`config.mk`:
```
export PLATFORM = sky130hd
export DESIGN_NAME = pmwv_ctrl
export DESIGN_NICKNAME = d
export VERILOG_FILES = /design/src/pmwv_pkg.sv /design/src/pmwv_ctrl.sv
export SDC_FILE = /design/constraint.sdc
export NUM_CORES = 1
export LEC_CHECK = 0
export BUFFER_PORTS_ARGS = -buffer_cell sky130_fd_sc_hd__buf_4
export CAP_MARGIN = 5
export CORE_UTILIZATION = 47
export CTS_CLUSTER_DIAMETER = 60
export CTS_CLUSTER_SIZE = 28
export DETAILED_ROUTE_END_ITERATION = 7
export HOLD_SLACK_MARGIN = 0.02
export PLACE_DENSITY = 0.76
export RECOVER_POWER = 100
export SLEW_MARGIN = 40
export SYNTH_ARGS = -nofsm -noshare
export SYNTH_HDL_FRONTEND = slang
export SYNTH_SLANG_ARGS = --single-unit
```
`constraint.sdc`:
```
create_clock -name clock -period 2.4 [get_ports clock]
set_input_delay 0.48 -clock clock [delete_from_list [all_inputs] [get_ports clock]]
set_output_delay 0.48 -clock clock [all_outputs]
set_load 0.02 [all_outputs]
```
`src/pmwv_pkg.sv`:
```
// ----------------------------------------------------------------------------
// pmwv_pkg: shared types and constants of the phase-modulation voice mixer
// Widths, request and setting codes, and the controller/datapath command bus.
// ----------------------------------------------------------------------------
package pmwv_pkg;

   localparam int VOICES      = 8;
   localparam int TABLE_SIZE  = 1024;
   localparam int PHASE_SHIFT = 22;

   localparam int VOICE_W = $clog2(VOICES);
   localparam int VCNT_W  = $clog2(VOICES + 1);
   localparam int TIDX_W  = $clog2(TABLE_SIZE);

   localparam logic [1:0] REQ_TABLE = 2'd0;
   localparam logic [1:0] REQ_VOICE = 2'd1;
   localparam logic [1:0] REQ_TICK  = 2'd2;

   localparam logic [1:0] TAB_CAR_A = 2'd0;
   localparam logic [1:0] TAB_CAR_B = 2'd1;
   localparam logic [1:0] TAB_MOD   = 2'd2;

   localparam logic [1:0] SET_STEP  = 2'd0;
   localparam logic [1:0] SET_DEPTH = 2'd1;
   localparam logic [1:0] SET_XFADE = 2'd2;
   localparam logic [1:0] SET_PHASE = 2'd3;

   localparam logic [31:0] MOD_OFFSET = 32'h7FFF_FFFF;

   // controller -> datapath commands
   typedef struct packed {
      logic               wr_table;   // table word write
      logic               wr_voice;   // voice setting write
      logic               clr_acc;    // start of tick
      logic               rd_mod;     // stage 0: modulator read
      logic               mul_mod;    // stage 1: depth multiply
      logic               rd_car;     // stage 2: carrier reads
      logic               mul_car;    // stage 3: blend multiply
      logic               acc;        // stage 4: accumulate, advance phase
      logic               emit;       // saturate and send result
      logic [VOICE_W-1:0] voice;
   } pmwv_cmd_type;

endpackage

```
`src/pmwv_ctrl.sv`:
```
// ----------------------------------------------------------------------------
// pmwv_ctrl: request decode and per-voice sequencer
// Walks each active voice through five datapath steps on a tick.
// ----------------------------------------------------------------------------
module pmwv_ctrl
   import pmwv_pkg::*;
(
   input  logic               clock,
   input  logic               reset,
   input  logic               start,
   input  logic [1:0]         req_type,
   input  logic [3:0]         active_voices,
   output logic               busy,
   output pmwv_cmd_type       cmd
);

   typedef enum logic [2:0] {
      ST_IDLE, ST_MOD, ST_MUL, ST_CAR, ST_BLEND, ST_ACC, ST_EMIT
   } state_type;

   state_type          state_ff, state_in;
   logic [VOICE_W-1:0] voice_ff, voice_in;
   logic [VCNT_W-1:0]  nvoc_ff, nvoc_in;
   logic               go;

   assign go   = start && !busy;
   assign busy = (state_ff != ST_IDLE);

   always_comb begin
      state_in = state_ff;
      voice_in = voice_ff;
      nvoc_in  = nvoc_ff;
      cmd      = '0;
      cmd.voice = voice_ff;
      unique case (state_ff)
         ST_IDLE: begin
            cmd.wr_table = go && (req_type == REQ_TABLE);
            cmd.wr_voice = go && (req_type == REQ_VOICE);
            if (go && req_type == REQ_TICK) begin
               cmd.clr_acc = 1'b1;
               voice_in    = '0;
               if ({1'b0, active_voices} > 5'(VOICES))
                  nvoc_in = VCNT_W'(VOICES);
               else
                  nvoc_in = VCNT_W'(active_voices);
               state_in = (nvoc_in == '0) ? ST_EMIT : ST_MOD;
            end
         end
         ST_MOD:   begin cmd.rd_mod  = 1'b1; state_in = ST_MUL;   end
         ST_MUL:   begin cmd.mul_mod = 1'b1; state_in = ST_CAR;   end
         ST_CAR:   begin cmd.rd_car  = 1'b1; state_in = ST_BLEND; end
         ST_BLEND: begin cmd.mul_car = 1'b1; state_in = ST_ACC;   end
         ST_ACC: begin
            cmd.acc = 1'b1;
            if (VCNT_W'(voice_ff) + 1'b1 == nvoc_ff) begin
               state_in = ST_EMIT;
            end else begin
               voice_in = voice_ff + 1'b1;
               state_in = ST_MOD;
            end
         end
         ST_EMIT: begin cmd.emit = 1'b1; state_in = ST_IDLE; end
         default: state_in = ST_IDLE;
      endcase
   end

   always_ff @(posedge clock) begin
      if (reset) begin
         state_ff <= ST_IDLE;
         voice_ff <= '0;
         nvoc_ff  <= '0;
      end else begin
         state_ff <= state_in;
         voice_ff <= voice_in;
         nvoc_ff  <= nvoc_in;
      end
   end

endmodule

```
; ---- After elaboration in Yosys (flattened, before gate mapping)
; Index checks and enable logic that the tools add are counted.
[classes]
addsub = 2
magnitude_cmp = 1
eq_ne = 11
mux = 18
reduce_logical = 12
[op_table]
columns = op, count
row1 = $mux W3, 6
row2 = $pmux W3 S6, 1
row3 = $mux W4, 3
row4 = $eq A3 B3 Y1 const B, 3
row5 = $mux W1, 7
row6 = $eq A3 B2 Y1 const B, 2
row7 = $pmux W3 S2, 1
row8 = $add A3 B1 Y4 const B, 1
row9 = $eq A4 B4 Y1, 1
row10 = $gt A4 B4 Y1 const B, 1
row11 = $logic_and A1 B1 Y1, 4
row12 = $logic_not A4 Y1, 1
row13 = $ne A2 B2 Y1 const B, 2
row14 = $add A3 B1 Y3 const B, 1
row15 = $eq A3 B1 Y1 const B, 1
row16 = $logic_not A3 Y1, 1
row17 = $reduce_and A3 Y1, 1
row18 = $reduce_bool A3 Y1, 1
row19 = $eq A2 B1 Y1 const B, 1
row20 = $eq A2 B2 Y1 const B, 1
row21 = $logic_not A2 Y1, 1
row22 = $reduce_and A2 Y1, 1
row23 = $reduce_bool A2 Y1, 1
row24 = $logic_not A1 Y1, 1
[totals]
regBits = 10
in_bits = 9
output_inout_bits = 13
wordCells = 47

; ---- Longest topological paths before layout
; Gate-level depths: netlist (run 1).
[depth]
ltp_word = 10
ltp_mapped = 6
depth_no_buf = 6

; ---- Worst setup path before layout (run 1)
; Ideal clock, no wire load.
[synth_path]
kind = register -> register
from = register voice_ff[0]
to = register state_ff[0]
setup_ns = 0.115
arrival_ns = 1.797
required_ns = 2.285
path_slack_ns = 0.488
path_stages_with_launch = 7
path_buffers = 0
period_less_slack_ns = 1.912
path_cell_list = dfxtp_1 ha_1 xor2_1 or3_4 a211oi_4 a21boi_1 o21ba_2
[synth_between]
elab_chain_len = 4
[synth_rtl]
columns = item, line
row1 = from (decl), pmwv_ctrl.sv:22  ; logic [VOICE_W-1:0] voice_ff, voice_in;
row2 = from (signal assigned), pmwv_ctrl.sv:74  ; voice_ff <= voice_in;
row3 = $add A3 B1 Y4, pmwv_ctrl.sv:55  ; if (VCNT_W'(voice_ff) + 1'b1 == nvoc_ff) begin
row4 = $eq A4 B4 Y1, pmwv_ctrl.sv:55
row5 = $mux W3, pmwv_ctrl.sv:55
row6 = $pmux W3 S6, pmwv_ctrl.sv:35  ; unique case (state_ff)
row7 = to (signal assigned), pmwv_ctrl.sv:73  ; state_ff <= state_in;
row8 = to (decl), pmwv_ctrl.sv:21  ; state_type state_ff, state_in;
; Every way passes these cells.
; A chain may end at the register's enable or synchronous reset.

; ---- Worst setup path after layout (run 1)
; Ends and elaborated chain as after synthesis.

==> impl_metrics.toml, run 1 <==
[status]
status = "finished, final reports clean"

[cells_and_area]
seqCellArea_um2 = 200
fin_nets = 111
postLayoutCoreUtil = 0.661
num-fill-cells = 104
final_cell_mix = "clkbuf_1, buf_4, dfxtp_1"
num_antenna_cells = 0
area_delta_synth_final_pct = 23.2
drive_above_1_share = 0.230
layout_commonest_cell = "clkbuf_1"
multi_input_area_um2 = 387

[timing]
skew_ns = 0.000634
fin_setup_tns_ns = 0
fin_crit_sh = 0.906
final_max_slew_viol_count = 0
finalSetupViolCount = 0
fmax_mhz = 460
finalHoldViolations = 0
grt_setup_unrepaired = "no"
setup_slack_ns = 0.225
relSlewSlack = 0.712
fin_crit_ns = 2.17
tightest_slew_ns = 0.432

[routing]
vias_per_cell = 5.48
wire_per_inst_um = 12.2
drtPass1Iterations = 4
drt_iter0_markers = 15
drtAntennaViolNets = 0
drc = 0
wl_mm = 1.40
vias = 625

[clock_tree]
cts_resized = 0
root_buffer = "clkbuf_4"
insertion_delay_ns = 0.26
clock_sinks = 10
cts_buffers = 3
cts_tree = "done"
cts_hold_buffers = 0
htreeDepth = 1
clockBufferDepth = 2
clkTransAtPathRegs_ns = 0.07
cts_setup_buffers = 0

[yosys]
synth_cell_types = 36
ys_async_sr_fraction = 0
yosysWarningCount = 0
ys_seq_area_frac = 0.314
synth_area_per_cell_um2 = 8.16
syn_nets = 88
synth_seq_cells = 10
ys.flop_type = "dfxtp_1"
syn_area_um2 = 637
synth_edf_count = 0
syn_inst = 78

[critical_path]
cp-end-kind = "flip-flop"
reg2reg_from = "voice_ff[0]$_SDFFE_PP0P_"
worst_ep_arrival_time_ns = 2.33
reg2reg_slack_ns = 0.23
crit_type = "flip-flop to flip-flop"
crit_fanout = 7
crit_path_max_incr_delay_ns = 0.42
start_kind = "flip-flop"
critPathSlowestCell = "or3_2"
cp_data_required_time_ns = 2.56
crit_chain = "ha_1 > xor2_1 > or3_2 > a211oi_2 > a21boi_0 > o21ba_2"
reg2reg_to = "state_ff[0]$_SDFFE_PP0P_"
reg2regPathDepth = 6

[global_routing]
grt_max_degree = 15
first_global_vias = 532
grt_pass1_wl_mm = 2.27
antenna_found_initial = 0
grt_usage = 0.215
gr-total-overflow = 0

[placed_design]
dp_slack_ns = 0.460
port_buffers = 21
hpwl_mm = 1.07
gp_congestion = 0.686

[die]
io_pins = 22
die_h_um = 38.8
core-area_um2 = 1190
fp.dieArea_um2 = 1510
fp-row-count = 12
start_util = 0.537
die_w_um = 38.8

[power_and_ir_drop]
total_power_mw = 0.383
vdd_drop_max_mv = 0.289
p_int_mw = 0.287
combPwrFrac = 0.150
p_seq_frac = 0.460
switchingPower_mw = 0.0962
powerDensity_nw_per_um2 = 489
sw_frac_of_total = 0.251
p_leak_nw = 0.324
clkPwrFrac = 0.390

[flow_run]
cap_violations = 0

[worst_hold_path]
min_path_type = "input port to flip-flop"
hold_depth = 2
min_to = "voice_ff[2]$_SDFFE_PP0P_"
hp-start = "reset"
-- cell type report --
cell class              instances  share of cell area
multi-input cells              58               0.493
flip-flops and latches         10               0.255
clock buffers                   4              0.0463
inverters                       6              0.0287
repair buffers                 22               0.155
well taps                      14              0.0223
-- state kept, by name, summed over array words and instances, names as in the netlist --
signal    count
voice_ff      3
nvoc_ff       4
state_ff      3
-- Yosys cell counts, types with 2 or more instances --
master / number / area share
xor2_1: 2 / 0.028
nand2_1: 7 / 0.041
clkbuf_1: 2 / 0.012
a21oi_1: 6 / 0.047
o32ai_1: 2 / 0.028
nor3_1: 2 / 0.016
nand3b_1: 5 / 0.059
nor3b_1: 4 / 0.047
dfxtp_1: 10 / 0.31
inv_1: 6 / 0.035
nor2_1: 7 / 0.041
-- cell families after synthesis --
| kind of cell | share of synthesized area |
|---|---|
| simple gates | 0.330 |
| compound gates | 0.234 |
| buf+inv | 0.0609 |
| flops | 0.314 |
| xor+xnor | 0.0413 |
| fa+ha+maj | 0.0196 |
-- layer usage --
| layer | vias up | track usage | part of all wire | routed length, µm |
|---|---|---|---|---|
| li1 | 324 | - | - | - |
| met1 | 286 | 0.313 | 0.53 | 738 |
| met2 | 15 | 0.313 | 0.43 | 603 |
| met3 | 0 | 0.0694 | 0.038 | 53 |
| met4 | 0 | 0.0259 | 0 | 0 |
| met5 | - | 0 | 0 | 0 |
-- worst max path at each step --
stage                                         from                  endpoint  slack [ns]  cells after the start
after floorplan           voice_ff[0]$_SDFFE_PP0P_  state_ff[0]$_SDFFE_PP0P_        0.49                      6
final                     voice_ff[0]$_SDFFE_PP0P_  state_ff[0]$_SDFFE_PP0P_        0.23                      6
after global placement    voice_ff[0]$_SDFFE_PP0P_  state_ff[0]$_SDFFE_PP0P_        0.49                      6
after CTS                 state_ff[0]$_SDFFE_PP0P_                    cmd[9]        0.24                      4
after global routing      state_ff[0]$_SDFFE_PP0P_                    cmd[9]        0.04                      4
after detailed placement  voice_ff[0]$_SDFFE_PP0P_  state_ff[0]$_SDFFE_PP0P_        0.46                      6
-- metrics by stage --
| step | hold WS [ns] | instance area [µm²] | std cells |
|---|---|---|---|
| 2_1_floorplan | 0.444 | 637 | 78 |
| 3_3_place_gp | 0.464 | 803 | 110 |
| 3_5_place_dp | 0.466 | 803 | 110 |
| 4_1_cts | 0.447 | 840 | 114 |
| 5_1_grt | 0.447 | 785 | 114 |
| 6_report | 0.452 | 785 | 114 |
-- power by group through the flow --
stage	Sequential [mW]	Clock (mW)	Combinational, mW
finish	0.176	0.149	0.0575
global route	0.177	0.160	0.0629
CTS	0.176	0.152	0.0635
detailed placement	0.180	0	0.0632
global placement	0.180	0	0.0621
floorplan	0.176	0	0.0418
-- critical path, delay by kind of cell (launching register included) --
family	cells	cell delay, ns
AOI/OAI and AO/OA	3	0.86
adders and majority gates	1	0.25
and+or+nand+nor	1	0.42
DFF	1	0.37
xor gates and xnor gates	1	0.16
(Power assumes the default switching activity.)
==> run 2, diff against run 1 <==
- CAP_MARGIN: 5 -> 20
- CORE_MARGIN: not set -> 5
==> impl_metrics.toml, run 2 (synthesized netlist as in run 1, its figures left out) <==
[routing]
vias = 655
drtAntennaViolNets = 0
wl_mm = 1.54
drtPass1Iterations = 5
drt_iter0_markers = 15
drc = 0
wire_per_inst_um = 13.4
vias_per_cell = 5.70

[clock_tree]
clockBufferDepth = 2
cts_buffers = 3
cts_tree = "done"
root_buffer = "clkbuf_4"
cts_resized = 0
clock_sinks = 10
cts_setup_buffers = 0
clkTransAtPathRegs_ns = 0.07
htreeDepth = 1
insertion_delay_ns = 0.27
cts_hold_buffers = 0

[power_and_ir_drop]
vdd_drop_max_mv = 0.271
powerDensity_nw_per_um2 = 495
p_leak_nw = 0.320

[timing]
finalHoldViolations = 0
fin_setup_tns_ns = 0
setup_slack_ns = 0.211
grt_setup_unrepaired = "no"
skew_ns = 0.00185
final_max_slew_viol_count = 0
tightest_slew_ns = 0.476
relSlewSlack = 0.683
whs_ns = 0.446
fin_crit_ns = 2.19
fmax_mhz = 457
finalSetupViolCount = 0
fin_crit_sh = 0.912

[critical_path]
crit_chain = "nor3_1 > nand3_1 > inv_1 > buf_4"
worst_ep_arrival_time_ns = 1.71
critical_path.top_delay_family = "simple AND/OR/NAND/NOR gates"
critPathSlowestCell = "dfxtp_1"
cp-end-kind = "primary output"
crit_path_max_incr_delay_ns = 0.42
crit_buf_inv = 2
start_kind = "flip-flop"
crit_type = "flip-flop to primary output"
crit_fanout = 12
cp_data_required_time_ns = 1.92

[placed_design]
port_buffers = 21
hpwl_mm = 1.18
post-place-cells = 111
gp_congestion = 0.777
dp_slack_ns = 0.438

[die]
die_h_um = 46.8
core-area_um2 = 1280
die_w_um = 46.8
io_pins = 22
fp.dieArea_um2 = 2190
start_util = 0.496
fp-row-count = 13

[global_routing]
gr-usage-met3 = 0.0575
grt_pass1_wl_mm = 2.68
grtUsageMet1 = 0.218
gr-total-overflow = 0
antenna_found_initial = 0
grt_max_degree = 14
first_global_vias = 638
grt.busiest_layer = "met2"
grt_usage = 0.178
global_route.usage.met2 = 0.257

[cells_and_area]
drive_above_1_share = 0.220
layout_commonest_cell = "clkbuf_1"
postLayoutCoreUtil = 0.613
reg_top3 = "nvoc_ff (4), state_ff (3), voice_ff (3)"
final_cell_mix = "clkbuf_1, buf_4, dfxtp_1"
fin_nets = 111
area_delta_synth_final_pct = 23.8
regMostFlops = "nvoc_ff"
largest_reg_flops = 4
finalNonFillerCells = 115
num_antenna_cells = 0

[worst_hold_path]
min_path_type = "input port to flip-flop"

[flow_run]
cap_violations = 0

[status]
status = "finished, final reports clean"
==> run 2: stage by stage <==
stage               cell area [µm²]  power [mW]
finish                          788       0.390
global route                    788       0.411
CTS                             841       0.398
detailed placement              805       0.245
global placement                805       0.243
floorplan                       637       0.217
==> run 2: power breakdown <==
part / internal (mW) / switching, mW
Sequential: 0.170 / 0.00630
Combinational: 0.0264 / 0.0331
Clock: 0.0923 / 0.0622
==> run 2: worst register-to-register path, delay by kind of cell (launching register included) <==
| kind | cells | cell delay [ns] |
|---|---|---|
| AOI/OAI and AO/OA | 3 | 0.85 |
| xor gates and xnor gates | 1 | 0.16 |
| DFF | 1 | 0.38 |
| and+or+nand+nor | 1 | 0.33 |
| adders and majority gates | 1 | 0.25 |
==> run 2: final cells by class <==
type | instances | area, µm²
fillers | 140 | 497
multi-input cells | 58 | 390
flip-flops and latches | 10 | 200
repair buffers | 22 | 120
clock buffers | 4 | 36.3
inverters | 6 | 22.5
well taps | 15 | 18.8
==> run 2: final timing paths <==
| check | start | end | slack [ns] | depth (start not counted) |
|---|---|---|---|---|
| setup / recovery | state_ff[2]$_SDFFE_PP0P_ | cmd[9] | 0.21 | 4 |
| hold / removal | reset | nvoc_ff[0]$_SDFFE_PP0P_ | 0.45 | 2 |
| setup reg to reg | voice_ff[0]$_SDFFE_PP0P_ | state_ff[0]$_SDFFE_PP0P_ | 0.33 | 6 |
| hold reg to reg | nvoc_ff[1]$_SDFFE_PP0P_ | nvoc_ff[1]$_SDFFE_PP0P_ | 0.47 | 2 |
==> run 2: layer usage <==
metal | vias up | wire (µm)
li1 | 323 | -
met2 | 31 | 706
met4 | 0 | 40
met1 | 296 | 668
met5 | - | 0
met3 | 5 | 124
